### src/rtl/pbms_pkg.sv
// Shared types and constants for the pump budget and moisture statistics block.
package pbms_pkg;

  localparam logic [2:0] ACT_TICK    = 3'd0;
  localparam logic [2:0] ACT_ON      = 3'd1;
  localparam logic [2:0] ACT_OFF     = 3'd2;
  localparam logic [2:0] ACT_PULSE   = 3'd3;
  localparam logic [2:0] ACT_SAMPLE  = 3'd4;
  localparam logic [2:0] ACT_REFILL  = 3'd5;
  localparam logic [2:0] ACT_NEWDAY  = 3'd6;

  localparam logic [1:0] REG_PULSE_LEN = 2'd0;
  localparam logic [1:0] REG_CAPACITY  = 2'd1;
  localparam logic [1:0] REG_DRY       = 2'd2;
  localparam logic [1:0] REG_SAT       = 2'd3;

  localparam int DIV_N_W = 48;
  localparam int DIV_D_W = 32;

  localparam logic signed [47:0] SUM_LIMIT = 48'sh7FFF_FFFF_FFFF;
  localparam logic signed [31:0] MIN_INIT  = 32'sh7FFF_FFFF;

  typedef struct packed {
    logic [2:0]  action;
    logic [31:0] pulse_override_ms;
    logic [11:0] raw_reading;
  } in_t;

  typedef struct packed {
    logic               pump_running;
    logic               timeout_flag;
    logic               auto_stopped;
    logic [15:0]        run_count;
    logic [31:0]        total_run_ms;
    logic signed [19:0] last_percent;
    logic signed [19:0] average_percent;
    logic signed [31:0] lowest_percent;
    logic signed [19:0] highest_percent;
    logic [15:0]        day_pump_starts;
    logic [31:0]        day_run_ms;
    logic               calibration_error;
  } out_t;

  typedef struct packed {
    logic capture;
    logic exec;
    logic map_start;
    logic log_pct;
    logic avg_start;
    logic load_out;
  } cmd_t;

  typedef struct packed {
    logic map_item;
    logic div_done;
  } stat_t;

endpackage

### src/rtl/pbms_div.sv
// Shared serial unsigned divider, one quotient bit per cycle.
module pbms_div (
  input  logic                          clk,
  input  logic                          rst_n,
  input  logic                          start,
  input  logic [pbms_pkg::DIV_N_W-1:0]  dividend,
  input  logic [pbms_pkg::DIV_D_W-1:0]  divisor,
  output logic [pbms_pkg::DIV_N_W-1:0]  quotient,
  output logic                          done
);
  localparam int CW = $clog2(pbms_pkg::DIV_N_W + 1);

  logic [CW-1:0]                 cnt_r, cnt_nxt;
  logic [pbms_pkg::DIV_D_W-1:0]  rem_r, rem_nxt;
  logic [pbms_pkg::DIV_D_W-1:0]  den_r, den_nxt;
  logic [pbms_pkg::DIV_N_W-1:0]  quo_r, quo_nxt;
  logic                          done_r, done_nxt;
  logic [pbms_pkg::DIV_D_W:0]    trial;

  always_comb begin
    cnt_nxt  = cnt_r;
    rem_nxt  = rem_r;
    den_nxt  = den_r;
    quo_nxt  = quo_r;
    done_nxt = 1'b0;
    trial    = {rem_r, quo_r[pbms_pkg::DIV_N_W-1]};
    if (start) begin
      cnt_nxt = CW'(pbms_pkg::DIV_N_W);
      rem_nxt = '0;
      den_nxt = divisor;
      quo_nxt = dividend;
    end else if (cnt_r != '0) begin
      cnt_nxt = cnt_r - 1'b1;
      if (trial >= {1'b0, den_r}) begin
        rem_nxt = pbms_pkg::DIV_D_W'(trial - {1'b0, den_r});
        quo_nxt = {quo_r[pbms_pkg::DIV_N_W-2:0], 1'b1};
      end else begin
        rem_nxt = trial[pbms_pkg::DIV_D_W-1:0];
        quo_nxt = {quo_r[pbms_pkg::DIV_N_W-2:0], 1'b0};
      end
      if (cnt_r == CW'(1)) done_nxt = 1'b1;
    end
  end

  always_ff @(posedge clk) begin
    if (!rst_n) begin
      cnt_r  <= '0;
      done_r <= 1'b0;
    end else begin
      cnt_r  <= cnt_nxt;
      done_r <= done_nxt;
    end
    rem_r <= rem_nxt;
    den_r <= den_nxt;
    quo_r <= quo_nxt;
  end

  assign quotient = quo_r;
  assign done     = done_r;
endmodule

### src/rtl/pbms_dp.sv
// Datapath: config, pump budget state, day statistics and result register.
module pbms_dp #(
  parameter int SENSOR_BITS = 12,
  parameter int COUNT_BITS  = 16
) (
  input  logic              clk,
  input  logic              rst_n,
  input  logic              cfg_we,
  input  logic [1:0]        cfg_idx,
  input  logic [31:0]       cfg_wdata,
  input  pbms_pkg::in_t     in_data,
  input  pbms_pkg::cmd_t    cmd,
  output pbms_pkg::stat_t   stat,
  output pbms_pkg::out_t    out_data
);
  localparam logic [11:0] SMASK = (SENSOR_BITS >= 12) ? 12'hFFF :
                                  12'((1 << SENSOR_BITS) - 1);
  localparam logic [COUNT_BITS-1:0] CMAX = '1;

  // config
  logic [31:0] pulse_len_r, cap_r;
  logic [11:0] dry_r, sat_r;

  // item and pump state
  pbms_pkg::in_t in_r;
  logic                  pump_r, pump_nxt;
  logic                  tmo_r, tmo_nxt;
  logic [31:0]           cur_r, cur_nxt;
  logic                  pact_r, pact_nxt;
  logic [31:0]           prem_r, prem_nxt;
  logic [COUNT_BITS-1:0] runs_r, runs_nxt;
  logic [31:0]           acc_r, acc_nxt;
  logic [COUNT_BITS-1:0] starts_r, starts_nxt;
  logic [31:0]           dayms_r, dayms_nxt;
  logic                  astop_r, astop_nxt;

  // statistics
  logic signed [19:0] last_r;
  logic signed [47:0] sum_r;
  logic [31:0]        cnt_r;
  logic signed [31:0] min_r;
  logic signed [19:0] max_r;
  logic               bad_r, neg_r;

  // divider
  logic [pbms_pkg::DIV_N_W-1:0] div_n, div_q;
  logic [pbms_pkg::DIV_D_W-1:0] div_d;
  logic                         div_done;

  // mapping operands
  logic [11:0]        x_m, dry_m, sat_m;
  logic signed [12:0] diff, den;
  logic signed [19:0] num;
  logic [19:0]        num_mag;
  logic [12:0]        den_mag;
  logic [47:0]        sum_mag;
  logic signed [19:0] pct;
  logic signed [48:0] sum_ext;
  logic signed [19:0] avg;

  assign x_m   = in_r.raw_reading & SMASK;
  assign dry_m = dry_r & SMASK;
  assign sat_m = sat_r & SMASK;
  assign diff  = $signed({1'b0, x_m}) - $signed({1'b0, dry_m});
  assign den   = $signed({1'b0, sat_m}) - $signed({1'b0, dry_m});
  assign num   = 20'(diff * 13'sd100);
  assign num_mag = num[19] ? 20'(-num) : 20'(num);
  assign den_mag = den[12] ? 13'(-den) : 13'(den);
  assign sum_mag = sum_r[47] ? 48'(-sum_r) : 48'(sum_r);

  assign div_n = cmd.map_start ? pbms_pkg::DIV_N_W'(num_mag) : sum_mag;
  assign div_d = cmd.map_start ? pbms_pkg::DIV_D_W'(den_mag) : cnt_r;

  pbms_div u_div (
    .clk      (clk),
    .rst_n    (rst_n),
    .start    (cmd.map_start | cmd.avg_start),
    .dividend (div_n),
    .divisor  (div_d),
    .quotient (div_q),
    .done     (div_done)
  );

  assign pct = bad_r ? 20'sd0 : (neg_r ? -$signed(div_q[19:0]) : $signed(div_q[19:0]));
  assign sum_ext = 49'(sum_r) + 49'(pct);
  assign avg = (cnt_r == '0) ? 20'sd0 :
               (sum_r[47] ? -$signed(div_q[19:0]) : $signed(div_q[19:0]));

  assign stat.map_item = (in_r.action == pbms_pkg::ACT_SAMPLE) ||
                         (in_r.action == pbms_pkg::ACT_NEWDAY);
  assign stat.div_done = div_done;

  // pump actions then budget check, settled combinationally
  always_comb begin
    logic [31:0] p;
    logic [32:0] psum;
    logic [31:0] prem_dec;
    logic        do_stop;
    p          = (in_r.pulse_override_ms != '0) ? in_r.pulse_override_ms : pulse_len_r;
    psum       = {1'b0, p} + {1'b0, acc_r};
    prem_dec   = 32'(prem_r - 1'b1);
    do_stop    = 1'b0;
    pump_nxt   = pump_r;
    tmo_nxt    = tmo_r;
    cur_nxt    = cur_r;
    pact_nxt   = pact_r;
    prem_nxt   = prem_r;
    runs_nxt   = runs_r;
    acc_nxt    = acc_r;
    starts_nxt = starts_r;
    dayms_nxt  = dayms_r;
    astop_nxt  = 1'b0;

    if (in_r.action == pbms_pkg::ACT_NEWDAY) begin
      starts_nxt = '0;
      dayms_nxt  = '0;
    end

    case (in_r.action)
      pbms_pkg::ACT_TICK: begin
        if (pump_r) begin
          cur_nxt = (cur_r == '1) ? cur_r : cur_r + 1'b1;
          if (pact_r) begin
            if (prem_r != '0) prem_nxt = prem_dec;
            if (prem_r <= 32'd1) do_stop = 1'b1;
          end
        end
      end
      pbms_pkg::ACT_ON: begin
        if (!pump_r && !tmo_r) begin
          pump_nxt = 1'b1;
          cur_nxt  = '0;
        end
      end
      pbms_pkg::ACT_OFF: do_stop = 1'b1;
      pbms_pkg::ACT_PULSE: begin
        if (psum >= {1'b0, cap_r}) tmo_nxt = 1'b1;
        if (!tmo_nxt) begin
          if (!pump_r) begin
            pump_nxt = 1'b1;
            cur_nxt  = '0;
          end
          if (p == '0) begin
            do_stop = 1'b1;
          end else begin
            pact_nxt = 1'b1;
            prem_nxt = p;
          end
        end
      end
      pbms_pkg::ACT_REFILL: do_stop = 1'b1;
      default: ;
    endcase

    // budget check sees the run after the action; a stop leaves the pump off
    if (!do_stop && pump_nxt && ({1'b0, cur_nxt} + {1'b0, acc_r} >= {1'b0, cap_r})) begin
      do_stop   = 1'b1;
      tmo_nxt   = 1'b1;
      astop_nxt = 1'b1;
    end

    if (do_stop) begin
      if (pump_nxt) begin
        runs_nxt   = (runs_r == CMAX) ? runs_r : runs_r + 1'b1;
        starts_nxt = (starts_nxt == CMAX) ? starts_nxt : starts_nxt + 1'b1;
        dayms_nxt  = ({1'b0, dayms_nxt} + {1'b0, cur_nxt} > 33'hFFFF_FFFF) ? '1 :
                     dayms_nxt + cur_nxt;
        acc_nxt    = ({1'b0, acc_r} + {1'b0, cur_nxt} > 33'hFFFF_FFFF) ? '1 :
                     acc_r + cur_nxt;
      end
      pump_nxt = 1'b0;
      pact_nxt = 1'b0;
      prem_nxt = '0;
      cur_nxt  = '0;
    end

    if (in_r.action == pbms_pkg::ACT_REFILL) begin
      runs_nxt = '0;
      acc_nxt  = '0;
      tmo_nxt  = 1'b0;
    end
  end

  always_ff @(posedge clk) begin
    if (!rst_n) begin
      pulse_len_r <= 32'd1000;
      cap_r       <= 32'd60000;
      dry_r       <= 12'd3000;
      sat_r       <= 12'd1200;
      pump_r      <= 1'b0;
      tmo_r       <= 1'b0;
      cur_r       <= '0;
      pact_r      <= 1'b0;
      prem_r      <= '0;
      runs_r      <= '0;
      acc_r       <= '0;
      starts_r    <= '0;
      dayms_r     <= '0;
      astop_r     <= 1'b0;
      last_r      <= '0;
      sum_r       <= '0;
      cnt_r       <= '0;
      min_r       <= pbms_pkg::MIN_INIT;
      max_r       <= '0;
      bad_r       <= 1'b0;
      neg_r       <= 1'b0;
    end else begin
      if (cfg_we) begin
        case (cfg_idx)
          pbms_pkg::REG_PULSE_LEN: pulse_len_r <= cfg_wdata;
          pbms_pkg::REG_CAPACITY:  cap_r       <= cfg_wdata;
          pbms_pkg::REG_DRY:       dry_r       <= cfg_wdata[11:0];
          pbms_pkg::REG_SAT:       sat_r       <= cfg_wdata[11:0];
          default: ;
        endcase
      end
      if (cmd.exec) begin
        pump_r   <= pump_nxt;
        tmo_r    <= tmo_nxt;
        cur_r    <= cur_nxt;
        pact_r   <= pact_nxt;
        prem_r   <= prem_nxt;
        runs_r   <= runs_nxt;
        acc_r    <= acc_nxt;
        starts_r <= starts_nxt;
        dayms_r  <= dayms_nxt;
        astop_r  <= astop_nxt;
        // flag only on beats that map a reading
        bad_r    <= stat.map_item & (dry_m == sat_m);
        if (in_r.action == pbms_pkg::ACT_NEWDAY) begin
          last_r <= '0;
          sum_r  <= '0;
          cnt_r  <= '0;
          min_r  <= pbms_pkg::MIN_INIT;
          max_r  <= '0;
        end
      end
      if (cmd.map_start) begin
        neg_r <= num[19] ^ den[12];
      end
      if (cmd.log_pct) begin
        last_r <= pct;
        if (cnt_r != '1) begin
          cnt_r <= cnt_r + 1'b1;
          if (sum_ext > 49'(pbms_pkg::SUM_LIMIT))       sum_r <= pbms_pkg::SUM_LIMIT;
          else if (sum_ext < -49'(pbms_pkg::SUM_LIMIT)) sum_r <= -pbms_pkg::SUM_LIMIT;
          else                                          sum_r <= 48'(sum_ext);
        end
        if (32'(pct) < min_r) min_r <= 32'(pct);
        if (pct > max_r)      max_r <= pct;
      end
    end
  end

  always_ff @(posedge clk) begin
    if (cmd.capture) in_r <= in_data;
    if (cmd.load_out) begin
      out_data.pump_running      <= pump_r;
      out_data.timeout_flag      <= tmo_r;
      out_data.auto_stopped      <= astop_r;
      out_data.run_count         <= 16'(runs_r);
      out_data.total_run_ms      <= acc_r;
      out_data.last_percent      <= last_r;
      out_data.average_percent   <= avg;
      out_data.lowest_percent    <= min_r;
      out_data.highest_percent   <= max_r;
      out_data.day_pump_starts   <= 16'(starts_r);
      out_data.day_run_ms        <= dayms_r;
      out_data.calibration_error <= bad_r;
    end
  end
endmodule

### src/rtl/pbms_ctrl.sv
// Sequencer: steps one item through pump update, mapping and logging (readings only) and average.
module pbms_ctrl (
  input  logic             clk,
  input  logic             rst_n,
  input  logic             in_valid,
  output logic             in_ready,
  output logic             out_valid,
  input  logic             out_ready,
  input  pbms_pkg::stat_t  stat,
  output pbms_pkg::cmd_t   cmd
);
  localparam logic [2:0] S_IDLE = 3'd0;
  localparam logic [2:0] S_EXEC = 3'd1;
  localparam logic [2:0] S_MAP  = 3'd2;
  localparam logic [2:0] S_LOG  = 3'd3;
  localparam logic [2:0] S_AVG  = 3'd4;
  localparam logic [2:0] S_WAVG = 3'd5;
  localparam logic [2:0] S_FIN  = 3'd6;

  logic [2:0] state_r, state_nxt;
  logic       ov_r, ov_nxt;

  assign in_ready  = (state_r == S_IDLE);
  assign out_valid = ov_r;

  always_comb begin
    state_nxt = state_r;
    ov_nxt    = ov_r & ~out_ready;
    cmd       = '0;
    case (state_r)
      S_IDLE: begin
        if (in_valid) begin
          cmd.capture = 1'b1;
          state_nxt   = S_EXEC;
        end
      end
      S_EXEC: begin
        cmd.exec = 1'b1;
        if (stat.map_item) begin
          cmd.map_start = 1'b1;
          state_nxt     = S_MAP;
        end else begin
          state_nxt = S_AVG;
        end
      end
      S_MAP:  if (stat.div_done) state_nxt = S_LOG;
      S_LOG: begin
        cmd.log_pct = 1'b1;
        state_nxt   = S_AVG;
      end
      S_AVG: begin
        cmd.avg_start = 1'b1;
        state_nxt     = S_WAVG;
      end
      S_WAVG: if (stat.div_done) state_nxt = S_FIN;
      S_FIN: begin
        if (!ov_r || out_ready) begin
          cmd.load_out = 1'b1;
          ov_nxt       = 1'b1;
          state_nxt    = S_IDLE;
        end
      end
      default: state_nxt = S_IDLE;
    endcase
  end

  always_ff @(posedge clk) begin
    if (!rst_n) begin
      state_r <= S_IDLE;
      ov_r    <= 1'b0;
    end else begin
      state_r <= state_nxt;
      ov_r    <= ov_nxt;
    end
  end
endmodule

### src/rtl/pump_budget_and_moisture_stats.sv
// Top level: pump run-time budget keeper with soil-moisture day statistics.
//
//  channel | signals                       | beat taken when
//  --------+-------------------------------+---------------------------
//  in      | in_valid, in_ready, in_data   | in_valid & in_ready
//  out     | out_valid, out_ready, out_data| out_valid & out_ready
//  cfg     | cfg_we, cfg_idx, cfg_wdata    | cfg_we
//
//  Sequence: each input beat uses the 48-step serial divider, once for the
//  percent map on sample and new day beats and once for the day average
//  on every beat; the next input beat is taken only back in idle, after
//  the result is loaded.
//  Reset: synchronous, active low; control, config and state registers return to their defaults.
//  Stalls: the result register holds a finished beat while the next input
//  beat is taken and worked; only the final load waits on out_ready.
module pump_budget_and_moisture_stats #(
  parameter int SENSOR_BITS = 12,
  parameter int COUNT_BITS  = 16
) (
  input  logic            clk,
  input  logic            rst_n,
  input  logic            in_valid,
  output logic            in_ready,
  input  pbms_pkg::in_t   in_data,
  output logic            out_valid,
  input  logic            out_ready,
  output pbms_pkg::out_t  out_data,
  input  logic            cfg_we,
  input  logic [1:0]      cfg_idx,
  input  logic [31:0]     cfg_wdata
);
  pbms_pkg::cmd_t  cmd;
  pbms_pkg::stat_t stat;

  // sequencer: one beat in flight
  pbms_ctrl u_ctrl (
    .clk       (clk),
    .rst_n     (rst_n),
    .in_valid  (in_valid),
    .in_ready  (in_ready),
    .out_valid (out_valid),
    .out_ready (out_ready),
    .stat      (stat),
    .cmd       (cmd)
  );

  // pump state, statistics, shared divider and result register
  pbms_dp #(
    .SENSOR_BITS (SENSOR_BITS),
    .COUNT_BITS  (COUNT_BITS)
  ) u_dp (
    .clk       (clk),
    .rst_n     (rst_n),
    .cfg_we    (cfg_we),
    .cfg_idx   (cfg_idx),
    .cfg_wdata (cfg_wdata),
    .in_data   (in_data),
    .cmd       (cmd),
    .stat      (stat),
    .out_data  (out_data)
  );
endmodule

### config.mk
export PLATFORM = sky130hd
export DESIGN_NAME = pump_budget_and_moisture_stats
export DESIGN_NICKNAME = d
export VERILOG_FILES = /design/src/rtl/pbms_pkg.sv /design/src/rtl/pbms_div.sv /design/src/rtl/pbms_dp.sv /design/src/rtl/pbms_ctrl.sv /design/src/rtl/pump_budget_and_moisture_stats.sv
export SDC_FILE = /design/constraint.sdc
export NUM_CORES = 2
export LEC_CHECK = 0
export ABC_AREA = 1
export BUFFER_PORTS_ARGS = -buffer_cell sky130_fd_sc_hd__clkbuf_2
export CORE_UTILIZATION = 49
export DETAILED_ROUTE_END_ITERATION = 7
export PLACE_DENSITY = 0.71
export SYNTH_ARGS = -nofsm -noshare
export SYNTH_HDL_FRONTEND = slang
export SYNTH_HIERARCHICAL = 1
export SYNTH_SLANG_ARGS = --single-unit
### constraint.sdc
create_clock -name clk -period 46.6 [get_ports clk]
set_clock_uncertainty 0.15 [all_clocks]
set_input_delay 6.99 -clock clk [delete_from_list [all_inputs] [get_ports clk]]
set_output_delay 6.99 -clock clk [all_outputs]
set_load 0.02 [all_outputs]
==> summary.txt <==
Timing
  – Peak Freq: between 60 and 70 MHz
  – Final setup margin: around 32 ns
  – Final setup fails: 0
  – Setup TNS: 0 ns
  – Unrepaired setup endpoints after global routing: no
  – Final Slew Violations: 0
  – Hold Vio Cnt, Final: 0
  – Hold WS: 0.2915 ns
  – Tcrit/Tclk final: 30.89%
  – Post-layout min period: 14.40 ns
  – Slew headroom: 12.11%
  – Worst slew pin tran: between 1 and 1.5 ns

Global route
  – Vias in the first global route: 45450
  – First-pass GRT wire length: 262000 µm
  – Largest net degree at the start of global routing: 165
  – Initial antenna violation count: 7
  – Grt ovf: 0
  – Gr usage total: 31.05%

Finish
  – Fin area: 0.05751 mm²
  – Non-Filler Instances: just under 9000
  – Area of the multi-input gates: 0.02861 mm²
  – Syn-to-layout area delta: 10.24%
  – Finished Core Util: 54.55%
  – Layout Nets: 7898
  – Register Area: 0.01857 mm²
  – Fraction of layout cells with a size suffix above 1: 8.054%
  – Fillers: 10220

Clocking
  – Post_cts resized: 0
  – H-tree depth: 3
  – Post-CTS Setup Bufs: 0
  – Total CTS buffers: a little under 90
  – Maximum clock path buffer count: 3
  – CTS Hold Bufs: 0
  – Root Driver: clkbuf_16
  – CTS tree: built
  – CTS sink cnt: 768
  – Clk Latency, worst-skew pair: 0.68 ns
  – Clk slew on worst S/H paths: about 0.06 ns

Route
  – First drt pass iteration count: 8
  – Vias per cell: 5.715
  – DR DRC count: 69
  – Routed wire length: 173300 µm
  – First-iteration detailed-routing DRC count: around 6000
  – Routed WL per cell: 19.48 µm
  – Vias: 50820
  – DRT antenna net count: 0

Worst setup path
  – Critical path type: reg2reg
  – CP Max Fanout: slightly above 40
  – Critical path's slowest cell: nand3_2
  – Slowest stage delay, CP: 1.10 ns
  – CP required: 47.01 ns
  – Most used cell along the critical path: nand2_1
  – CP endpoint kind: register
  – CP Launch Type: register
  – WP data arrival: ~15 ns

Logic synthesis
  – Post-synth top flop: dfxtp_1
  – Ys async rst share: 0%
  – EDFF count, synth: between 300 and 400
  – Syn_area_per_cell: between 7 and 8 µm²
  – #FFs+latches synth: 768
  – Unique masters post-synth: 67
  – Cell Area, Synth: 0.05217 mm²
  – Cell count after synthesis: 7274
  – Post-synth top cells: 1696 x nand2_1, 998 x inv_1, 714 x a21oi_1, 627 x nor2_1, 449 x dfxtp_1
  – Area contributors post-synth: edfxtp_1 18%, dfxtp_1 17%, nand2_1 12%
  – Net Count, Synth: 7747
  – Sequential fraction of the synthesis area: 35.59%
  – Ys Warns: 6
  – Post-synth top area cell: edfxtp_1
  – Synth top area share: a little under a fifth
  – Most common cell in the synthesized netlist: nand2_1

Run status
  – Status: finished, violations left
  – Failing checks: DRC

Placed design
  – Dpl ws: 32.51 ns
  – Detail Placement HPWL: 131100 µm
  – Gpl congestion: 1.034
  – Placed Area: 0.05461 mm²
  – Placed cell count: 8727
  – # port buffers: 279

Hold path
  – Worst min-delay path class: reg2reg

Power and ir drop
  – Peak supply drop: 0.1553 mV
  – Final Total Pwr: 3.934 mW
  – Leakage: 26.72 nW
  – Pwr dens: 68.40 mW/mm²

Floorplanning
  – I/O Pins: 280
  – CORE AREA: 0.1054 mm²
  – Die area: 0.1078 mm²
  – FP Rows: between 100 and 150
  – Die Y: 328.3 µm
  – Initial Util: 49.49%
  – Die width: ~330 µm

Flow run
  – Max-cap violations: 0
## area by class of cell
class / count / share of cell area (%)
Antenna cell: 2 / 0.008703
Clock buffer: 112 / 4.093
Clock inverter: 51 / 0.9356
Inverter: 1024 / 6.701
Multi-Input combinational cell: 5211 / 49.76
Sequential cell: 768 / 32.29
Tap cell: 1391 / 3.026
Timing Repair Buffer: 333 / 3.187
## path summary, 6_finish.rpt
check	cells after the start	endpoint	slack, ns	start
setup / recovery	65	u_dp/prem_r[1]	32.20	u_dp/in_r[40]
hold / removal	0	u_dp/out_data[133]	0.29	u_dp/last_r[12]
setup reg to reg	65	u_dp/prem_r[1]	32.20	u_dp/in_r[40]
hold reg to reg	0	u_dp/out_data[133]	0.29	u_dp/last_r[12]
## state kept, by name, indices dropped and copies added, names as in the netlist, 35 cells and up
name                 cells
u_dp/out_data          192
u_dp/sum_r              48
u_dp/u_div/quotient     48
u_dp/in_r               35
## power by group
part | switching, mW | internal [mW] | total (mW)
combinational | 1.57 | 0.722 | 2.29
clock | 0.301 | 0.401 | 0.702
sequential | 0.0972 | 0.841 | 0.938
## cells by family (layout without fill, tap and decap cells)
| family | after synthesis | in the layout | share of synthesized area, % |
|---|---|---|---|
| AND/OR/NAND/NOR | 3063 | 3063 | 24.91 |
| AO/OA/AOI/OAI | 1538 | 1538 | 16.54 |
| buffers and inverters | 1295 | 1520 | 9.678 |
| flip-flops | 768 | 768 | 35.59 |
| adder cells (fa/ha/maj) | 387 | 387 | 9.541 |
| XOR/XNOR | 223 | 223 | 3.744 |
| other | 0 | 2 | 0 |
## placed cells by master (no fill, tap or decap), drive strengths merged, types with 17 or more instances in the layout
cell,instances
buf,55
edfxtp,319
ha,369
nand3,328
a211oi,31
o21bai,28
nand2,1717
o211ai,40
a32oi,25
o22ai,17
and2,20
dfxtp,449
nor2,644
clkinv,37
inv,1024
a21o,26
a21oi,734
nor3,152
clkbuf,390
o21ai,470
xnor2,62
nor4,45
xor2,161
a31oi,64
o2111ai,24
nand4,114
fa,18
## critical path, delay by kind of cell, from the launching register on
kind                     cells  cell delay (ns)
AND/OR/NAND/NOR             37             6.97
AO/OA/AOI/OAI               19             4.94
adder cells (fa/ha/maj)      5             1.37
flip-flops                   1             0.40
buffers and inverters        3             0.25
XOR/XNOR                     1             0.14
## metal layers
metal	up-vias	wire, µm	track usage [%]
li1	24540	-	-
met2	2297	72790	45.92
met1	23730	79110	46.23
met5	-	0	0
met4	0	5078	8.948
met3	250	16270	4.975
Power figures use the tool's default switching activity.
